## src/sv/aml_s5_pkg.sv

```systemverilog
// shared types and constants of the s5 sleep type extractor
// request payloads, parse phase encoding, aml opcode values; no dependencies
package aml_s5_pkg;

	localparam int unsigned WIN_DEPTH = 6;

	localparam logic [7:0] NAME_OP    = 8'h08;
	localparam logic [7:0] PACKAGE_OP = 8'h12;
	localparam logic [7:0] ROOT_CHAR  = 8'h5C;
	localparam logic [7:0] UNDER_CHAR = 8'h5F;
	localparam logic [7:0] S_CHAR     = 8'h53;
	localparam logic [7:0] FIVE_CHAR  = 8'h35;

	localparam logic [7:0] ZERO_OP  = 8'h00;
	localparam logic [7:0] ONE_OP   = 8'h01;
	localparam logic [7:0] ONES_OP  = 8'hFF;
	localparam logic [7:0] BYTE_OP  = 8'h0A;
	localparam logic [7:0] WORD_OP  = 8'h0B;
	localparam logic [7:0] DWORD_OP = 8'h0C;

	typedef struct packed {
		logic [7:0] data_byte;
		logic       is_last;
	} aml_s5_in_t;

	typedef struct packed {
		logic        found;
		logic [15:0] sleep_type_a;
		logic [15:0] sleep_type_b;
	} aml_s5_out_t;

	// one byte handed from the input stage to the window and the parser
	typedef struct packed {
		logic       step;
		logic [7:0] data;
		logic       last;
	} aml_s5_step_t;

	typedef enum logic [6:0] {
		PH_SCAN     = 7'b0000001,
		PH_LEAD     = 7'b0000010,
		PH_SKIP     = 7'b0000100,
		PH_COUNT    = 7'b0001000,
		PH_INT_OP   = 7'b0010000,
		PH_INT_DATA = 7'b0100000,
		PH_DONE     = 7'b1000000
	} aml_s5_phase_t;

endpackage

```

## src/sv/aml_s5_sleep_type_extractor.sv

```systemverilog
// top level of the s5 sleep type extractor: input stage, window, parser, result register
// depends on aml_s5_pkg, aml_s5_window, aml_s5_parser

// One byte of a definition block body is taken per cycle on the item channel,
// with is_last marking the final byte of a table. Each request lands in an input
// register; from there the window and parser update in a single shallow step,
// so throughput is one byte per clock while no last byte is held back; the result
// register loads as that byte moves on. Exactly one result request leaves
// per table, produced by the byte marked last; it carries found and the first
// two integers of the \_S5_ package (zero where absent). Only a last byte whose
// result finds the result register still full waits, and then only until that
// register is taken. After the last byte all parse state returns to reset, so
// the next byte starts a fresh table.
module aml_s5_sleep_type_extractor (
	input  logic                   clk,
	input  logic                   arst_n,
	input  logic                   item_valid,
	output logic                   item_ready,
	input  aml_s5_pkg::aml_s5_in_t  item,
	output logic                   result_valid,
	input  logic                   result_ready,
	output aml_s5_pkg::aml_s5_out_t result
);
	import aml_s5_pkg::*;

	aml_s5_in_t   item_s1;
	logic         valid_s1;
	aml_s5_out_t  result_q;
	logic         result_valid_q;
	logic         advance;
	logic         name_hit;
	aml_s5_step_t stp;
	aml_s5_out_t  res_next;

	// a non-last byte always moves on; a last byte needs room in the result register
	assign advance    = valid_s1 && (!item_s1.is_last || !result_valid_q || result_ready);
	assign item_ready = !valid_s1 || advance;

	assign stp.step = advance;
	assign stp.data = item_s1.data_byte;
	assign stp.last = item_s1.is_last;

	// input stage
	always_ff @(posedge clk or negedge arst_n) begin
		if (!arst_n) begin
			valid_s1 <= 1'b0;
		end else if (item_ready) begin
			valid_s1 <= item_valid;
		end
	end

	always_ff @(posedge clk) begin
		if (item_ready && item_valid) item_s1 <= item;
	end

	aml_s5_window u_window (
		.clk      (clk),
		.arst_n   (arst_n),
		.stp      (stp),
		.name_hit (name_hit)
	);

	aml_s5_parser u_parser (
		.clk      (clk),
		.arst_n   (arst_n),
		.stp      (stp),
		.name_hit (name_hit),
		.res      (res_next)
	);

	// result register, loaded by the last byte of a table
	always_ff @(posedge clk or negedge arst_n) begin
		if (!arst_n) begin
			result_valid_q <= 1'b0;
		end else if (advance && item_s1.is_last) begin
			result_valid_q <= 1'b1;
		end else if (result_ready) begin
			result_valid_q <= 1'b0;
		end
	end

	always_ff @(posedge clk) begin
		if (advance && item_s1.is_last) result_q <= res_next;
	end

	assign result_valid = result_valid_q;
	assign result       = result_q;

	// a new result only follows a last byte leaving the input stage
	a_result_from_last: assert property (@(posedge clk) disable iff (!arst_n)
		$rose(result_valid_q) |-> $past(valid_s1 && item_s1.is_last))
		else $error("result appeared without a last byte");

	// no package count read means no integers either
	a_absent_values_zero: assert property (@(posedge clk) disable iff (!arst_n)
		result_valid_q && !result_q.found |->
			result_q.sleep_type_a == 16'h0000 && result_q.sleep_type_b == 16'h0000)
		else $error("values without a found package");

	// a byte held back by a full result register stays in the input stage
	a_stall_holds_s1: assert property (@(posedge clk) disable iff (!arst_n)
		valid_s1 && !advance |=> valid_s1 && $stable(item_s1))
		else $error("stalled byte lost from input stage");

endmodule

```

## src/sv/aml_s5_window.sv

```systemverilog
// six byte history window spotting a name op, optionally rooted, then _S5_
// depends on aml_s5_pkg
module aml_s5_window (
	input  logic                  clk,
	input  logic                  arst_n,
	input  aml_s5_pkg::aml_s5_step_t stp,
	output logic                  name_hit
);
	import aml_s5_pkg::*;

	logic [7:0] recent_q [WIN_DEPTH];
	logic [2:0] hist_q;
	logic       name_seen;
	logic       plain_seen;
	logic       rooted_seen;

	always_ff @(posedge clk or negedge arst_n) begin
		if (!arst_n) begin
			for (int i = 0; i < WIN_DEPTH; i++) recent_q[i] <= 8'h00;
			hist_q <= 3'd0;
		end else if (stp.step) begin
			if (stp.last) begin
				for (int i = 0; i < WIN_DEPTH; i++) recent_q[i] <= 8'h00;
				hist_q <= 3'd0;
			end else begin
				for (int i = WIN_DEPTH - 1; i > 0; i--) recent_q[i] <= recent_q[i - 1];
				recent_q[0] <= stp.data;
				if (hist_q < 3'(WIN_DEPTH)) hist_q <= hist_q + 3'd1;
			end
		end
	end

	always_comb begin
		name_seen   = recent_q[3] == UNDER_CHAR && recent_q[2] == S_CHAR &&
		              recent_q[1] == FIVE_CHAR && recent_q[0] == UNDER_CHAR &&
		              hist_q >= 3'd4;
		plain_seen  = hist_q >= 3'd5 && recent_q[4] == NAME_OP;
		rooted_seen = hist_q >= 3'd6 && recent_q[5] == NAME_OP && recent_q[4] == ROOT_CHAR;
		name_hit    = name_seen && (plain_seen || rooted_seen);
	end

endmodule

```

## src/sv/aml_s5_parser.sv

```systemverilog
// package parse state: length skip, element count and two aml integers
// depends on aml_s5_pkg; returns the result as it stands after the current byte
module aml_s5_parser (
	input  logic                    clk,
	input  logic                    arst_n,
	input  aml_s5_pkg::aml_s5_step_t stp,
	input  logic                    name_hit,
	output aml_s5_pkg::aml_s5_out_t  res
);
	import aml_s5_pkg::*;

	aml_s5_phase_t phase_q, n_phase;
	logic [1:0]  skip_q, n_skip;
	logic [7:0]  count_q, n_count;
	logic        idx_q, n_idx;
	logic [2:0]  left_q, n_left;
	logic [2:0]  width_q, n_width;
	logic [15:0] acc_q, n_acc;
	logic [15:0] a_q, n_a;
	logic [15:0] b_q, n_b;
	logic        found_q, n_found;
	logic        fin;
	logic [15:0] fin_val;
	logic [2:0]  pos;
	logic [2:0]  op_width;

	always_comb begin
		n_phase  = phase_q;
		n_skip   = skip_q;
		n_count  = count_q;
		n_idx    = idx_q;
		n_left   = left_q;
		n_width  = width_q;
		n_acc    = acc_q;
		n_a      = a_q;
		n_b      = b_q;
		n_found  = found_q;
		fin      = 1'b0;
		fin_val  = 16'h0000;
		op_width = 3'd0;
		pos      = width_q - left_q;
		case (phase_q)
			PH_SCAN: begin
				if (stp.data == PACKAGE_OP && name_hit) n_phase = PH_LEAD;
			end
			PH_LEAD: begin
				n_skip  = stp.data[7:6];
				n_phase = (stp.data[7:6] != 2'd0) ? PH_SKIP : PH_COUNT;
			end
			PH_SKIP: begin
				n_skip = skip_q - 2'd1;
				if (skip_q == 2'd1) n_phase = PH_COUNT;
			end
			PH_COUNT: begin
				n_count = stp.data;
				n_found = 1'b1;
				n_idx   = 1'b0;
				n_phase = (stp.data != 8'h00) ? PH_INT_OP : PH_DONE;
			end
			PH_INT_OP: begin
				case (stp.data)
					ZERO_OP:  fin = 1'b1;
					ONE_OP:   begin fin = 1'b1; fin_val = 16'h0001; end
					ONES_OP:  begin fin = 1'b1; fin_val = 16'h00FF; end
					BYTE_OP:  op_width = 3'd1;
					WORD_OP:  op_width = 3'd2;
					DWORD_OP: op_width = 3'd4;
					default:  fin = 1'b1;
				endcase
				if (!fin) begin
					n_width = op_width;
					n_left  = op_width;
					n_acc   = 16'h0000;
					n_phase = PH_INT_DATA;
				end
			end
			PH_INT_DATA: begin
				// little-endian, only the low word is kept
				if (pos == 3'd0) n_acc = {8'h00, stp.data};
				else if (pos == 3'd1) n_acc = acc_q | {stp.data, 8'h00};
				n_left = left_q - 3'd1;
				if (left_q == 3'd1) begin
					fin     = 1'b1;
					fin_val = n_acc;
				end
			end
			default: ;
		endcase
		if (fin) begin
			if (!idx_q) begin
				n_a = fin_val;
				if (count_q >= 8'd2) begin
					n_idx   = 1'b1;
					n_phase = PH_INT_OP;
				end else begin
					n_phase = PH_DONE;
				end
			end else begin
				n_b     = fin_val;
				n_phase = PH_DONE;
			end
		end
		res.found        = n_found;
		res.sleep_type_a = n_a;
		res.sleep_type_b = n_b;
	end

	always_ff @(posedge clk or negedge arst_n) begin
		if (!arst_n) begin
			phase_q <= PH_SCAN;
			skip_q  <= 2'd0;
			count_q <= 8'h00;
			idx_q   <= 1'b0;
			left_q  <= 3'd0;
			width_q <= 3'd0;
			acc_q   <= 16'h0000;
			a_q     <= 16'h0000;
			b_q     <= 16'h0000;
			found_q <= 1'b0;
		end else if (stp.step) begin
			if (stp.last) begin
				phase_q <= PH_SCAN;
				skip_q  <= 2'd0;
				count_q <= 8'h00;
				idx_q   <= 1'b0;
				left_q  <= 3'd0;
				width_q <= 3'd0;
				acc_q   <= 16'h0000;
				a_q     <= 16'h0000;
				b_q     <= 16'h0000;
				found_q <= 1'b0;
			end else begin
				phase_q <= n_phase;
				skip_q  <= n_skip;
				count_q <= n_count;
				idx_q   <= n_idx;
				left_q  <= n_left;
				width_q <= n_width;
				acc_q   <= n_acc;
				a_q     <= n_a;
				b_q     <= n_b;
				found_q <= n_found;
			end
		end
	end

endmodule

```

## config.mk

```make
export PLATFORM = sky130hd
export DESIGN_NAME = aml_s5_sleep_type_extractor
export DESIGN_NICKNAME = d
export VERILOG_FILES = /design/src/sv/aml_s5_pkg.sv /design/src/sv/aml_s5_sleep_type_extractor.sv /design/src/sv/aml_s5_window.sv /design/src/sv/aml_s5_parser.sv
export SDC_FILE = /design/constraint.sdc
export NUM_CORES = 1
export LEC_CHECK = 0
export ABC_AREA = 1
export BUFFER_PORTS_ARGS = -buffer_cell sky130_fd_sc_hd__buf_2
export CORE_ASPECT_RATIO = 0.7
export CORE_MARGIN = 2
export CORE_UTILIZATION = 59
export CTS_BUF_LIST = sky130_fd_sc_hd__clkbuf_8 sky130_fd_sc_hd__clkbuf_16
export CTS_CLUSTER_DIAMETER = 30
export DETAILED_ROUTE_END_ITERATION = 10
export PLACE_DENSITY = 0.79
export SLEW_MARGIN = 20
export SYNTH_ARGS = -nofsm -noshare
export SYNTH_HDL_FRONTEND = slang
export SYNTH_SLANG_ARGS = --single-unit
```

## constraint.sdc

```tcl
create_clock -name clk -period 2.8 [get_ports clk]
set_input_delay 0.42 -clock clk [delete_from_list [all_inputs] [get_ports clk]]
set_output_delay 0.42 -clock clk [all_outputs]
set_load 0.05 [all_outputs]
```

==> summary.md <==
| Metric | Value |
|---|---|
| Nature of the critical path endpoint | register |
| Status | finished, final reports clean |
| Fin nets | 931 |
| Tmin final | about 2.5 ns |
| Endpoints failing setup | 0 |
| WL/cell | 16.4 um |
| F_max | 402 MHz |
| Setup ws final | a little over 0.3 ns |
| Xor and xnor area share after synthesis | less than 1% |
| Clk sink count | 167 |
| Ys async rst share | 74.9% |
| Maxcap violations | 0 |
| Beginning of the critical path | u_parser.left_q[0]$_DFFE_PN0P_ |
| YS warnings | 0 |
| Family with the most delay on the worst path | simple AND/OR/NAND/NOR gates |
| Die height | 100 um |
| Actual transition at the worst max-transition pin | ~0.9 ns |
| Vias in the first global route | ~6,000 |
| Cells after Synth | 859 |
| Synth Area in Compound Gates | 8.04% |
| Fin crit share | 88.9% |
| First-pass GRT wire length | 29,500 um |
| Area growth, synth to finish | 13.0% |
| Top-count cell post-synth | nand2_1 |
| Class of the worst hold path | primary input to asynchronous set/reset pin |
| H-tree levels | 4 |
| Clock Skews | 0.00987 ns |
| Hold buffer count at cts | 0 |
| Site Rows | 35 |
| Largest net degree at the start of global routing | 55 |
| Worst r2r dst | u_parser.b_q[12]$_DFFE_PN0P_ |
| Antenna cell count | 0 |
| CP Buf/Inv Count | 1 |
| Port bufs | 47 |
| Die width | 141 um |
| Iter 0 DRT Violations | 664 |
| Worst path arrival time | 2.86 ns |
| GRT overflow | 0 |
| DRC errors left | 0 |
| Setup WS pre-CTS | roughly 0.39 ns |
| Num CTS Buffers | 17 |
| Main synth FF type | dfrtp_1 |
| Post-synth top area cell | dfrtp_1 |
| Placer Congestion | between 0.9 and 1 |
| R2R depth | 12 |
| Largest family of logic cells by synthesized area | simple AND/OR/NAND/NOR gates |
| Share of layout cells above drive strength 1 | 14.5% |
| First drt pass iteration count | 5 |
| Vias | just over 6,000 |
| CTS resizes | 0 |
| CP max FO | 9 |
| Syn Area/Cell | approximately 9 um2 |
| Mean number of vias per cell | 5.69 |
| Number of synthesized flops with an enable pin | 42 |
| Initial core utilization | between 50% and 60% |
| R2R Setup Slk | a little over 0.3 ns |
| Reg-to-reg startpoint | u_parser.left_q[0]$_DFFE_PN0P_ |
| Crit path required time | about 3.2 ns |
| Post-synthesis cell area | a little under 8000 um2 |
| Synth cell count leaders | nand2_1 (199), dfrtp_1 (124), inv_1 (106) |
| HPWL after DPL | 11,800 um |
| CORE AREA | 13,000 um2 |
| Adder-Cell Fraction of Synth Area | 1.22% |
| Largest stage delay, worst path | 0.43 ns |
| Crit-path cells | ha_1, fa_1, xnor2_1, nand2_1, nand2_2, buf_4, nand3_1, a21oi_1, nand3_1, nand2_1, nand2_1, nand2_1 |
| Worst-path clk slew | 0.07 ns |
| Tot Pwr | 5.79 mW |
| Pwr dens | between 600 and 700 nW/um2 |
| Final setup TNS | 0 ns |
| TritonCTS clock tree | yes |
| Cell variety after synth | 47 |
| Clock root cell | clkbuf_16 |
| Slew headroom | 38.7% |
| Startpoint Class | register |
| Most used cell along the critical path | nand2_1 |
| Slowest CP cell | dfrtp_1 |
| Fin. Hold Viols | 0 |
| GRT Util Overall | 26.7% |
| CTS max path bufs | 2 |
| Worst skew pair latency | 0.43 ns |
| Placed cell count | 1,058 |
| Final std cells w/o fill | between 1,000 and 1,500 |
| WP depth | 12 |
| Pleak | 4.21 nW |
| Sequential element share of the synthesized area | 56.5% |
| RSZ-0062 raised after global routing | no |
| Total die area | about 14,000 um2 |
| Initial antenna violation count | 0 |
| Simple-gate area share of the yosys netlist | 25.8% |
| Fill count | 977 |
| Syn nets | 879 |
| Max IR drop VDD | 489 uV |
| Io pins | 48 |
| Post-DRT Antenna Nets | 0 |
| Mux share of post-synthesis cell area | 0.145% |
| Postcts setup bufs | 0 |
| Synth area leaders | dfrtp_1 (40%), edfxtp_1 (16%), nand2_1 (9.6%) |
| Crit Path Category | register to register |
| Flops & latches, synth | 167 |
| Final wirelength | between 15,000 and 20,000 um |
| Slew Viols, Final | 0 |
| Synth top area share | 39.9% |
[state kept, by name, summed over array words and instances (netlist names)]
register	flops
u_parser.b_q	16
u_window.hist_q	3
u_parser.a_q	16
u_parser.phase_q	7
u_window.recent_q	48
u_parser.found_q	1
u_parser.left_q	3
item_s1	9
u_parser.skip_q	2
u_parser.count_q	7
result_valid	1
u_parser.acc_q	16
u_parser.width_q	3
u_parser.idx_q	1
result	33
valid_s1	1
[cell usage in the layout (no fill, tap or decap), types with 3 or more instances in the layout]
master / netlist / routed
clkbuf_16: 0 / 18
inv_6: 1 / 4
inv_1: 106 / 108
nand2_1: 199 / 199
nand3_1: 97 / 97
ha_1: 6 / 6
xor2_1: 3 / 3
buf_4: 2 / 15
o32ai_1: 6 / 6
a21oi_1: 10 / 10
edfxtp_1: 42 / 42
o22ai_1: 46 / 46
nand2_2: 6 / 6
or2_2: 6 / 6
buf_2: 8 / 46
o21ai_0: 30 / 30
nand4_1: 24 / 24
nor2_2: 5 / 5
dfrtp_1: 124 / 124
inv_4: 1 / 4
o31ai_1: 3 / 3
and2_1: 16 / 16
or2_1: 10 / 10
nor2_4: 4 / 4
nor2_1: 50 / 50
inv_2: 9 / 9
nor3_1: 3 / 3
[layout make-up]
type,instances,area [um2],area share [%]
tap,166,208,2.37
clock buffer,19,464,5.29
multi-input combinational,543,2790,31.7
clock inverter,13,91.3,1.04
timing repair buffer,63,383,4.36
sequential,167,4390,50.0
inverter,119,454,5.17
[worst max-delay path by stage]
stage,endpoint,slack [ns]
6_report,u_parser.b_q[12]$_DFFE_PN0P_,0.31
5_1_grt,u_parser.b_q[8]$_DFFE_PN0P_,0.12
4_1_cts,u_parser.b_q[12]$_DFFE_PN0P_,0.32
3_5_place_dp,u_parser.b_q[12]$_DFFE_PN0P_,0.39
3_3_place_gp,u_parser.a_q[8]$_DFFE_PN0P_,0.45
2_1_floorplan,u_parser.width_q[0]$_DFFE_PN0P_,0.40
[power breakdown]
part | internal [mW] | leakage [nW] | switching [mW]
Combinational | 0.230 | 1.80 | 0.598
Sequential | 2.64 | 2.12 | 0.101
Clock | 1.22 | 0.289 | 1.00
Total | 4.09 | 4.21 | 1.70
[metal layers]
metal	global-route usage, %	routed length, um	vias up
met5	0	0	-
met4	7.77	310	0
met3	6.73	1210	32
met2	39.4	7960	220
met1	39.7	8370	3013
li1	-	-	2942
[logic make-up after synthesis]
kind of cell,count (synthesis)
xor gates and xnor gates,5
AOI/OAI and AO/OA,103
adders and majority gates,7
muxes,1
and+or+nand+nor,427
DFF,167
buffers and inverters,149
[stage by stage]
| stage | hold slack (ns) | area [um2] | utilization (%) |
|---|---|---|---|
| floorplan | 0.124 | 7770 | - |
| global placement | 0.454 | 8220 | 63.2 |
| detailed placement | 0.462 | 8220 | 63.2 |
| CTS | 0.0331 | 8780 | 67.5 |
| global route | 0.0514 | 8780 | 67.5 |
| finish | 0.00757 | 8780 | 67.5 |
Power figures use the tool's default switching activity.
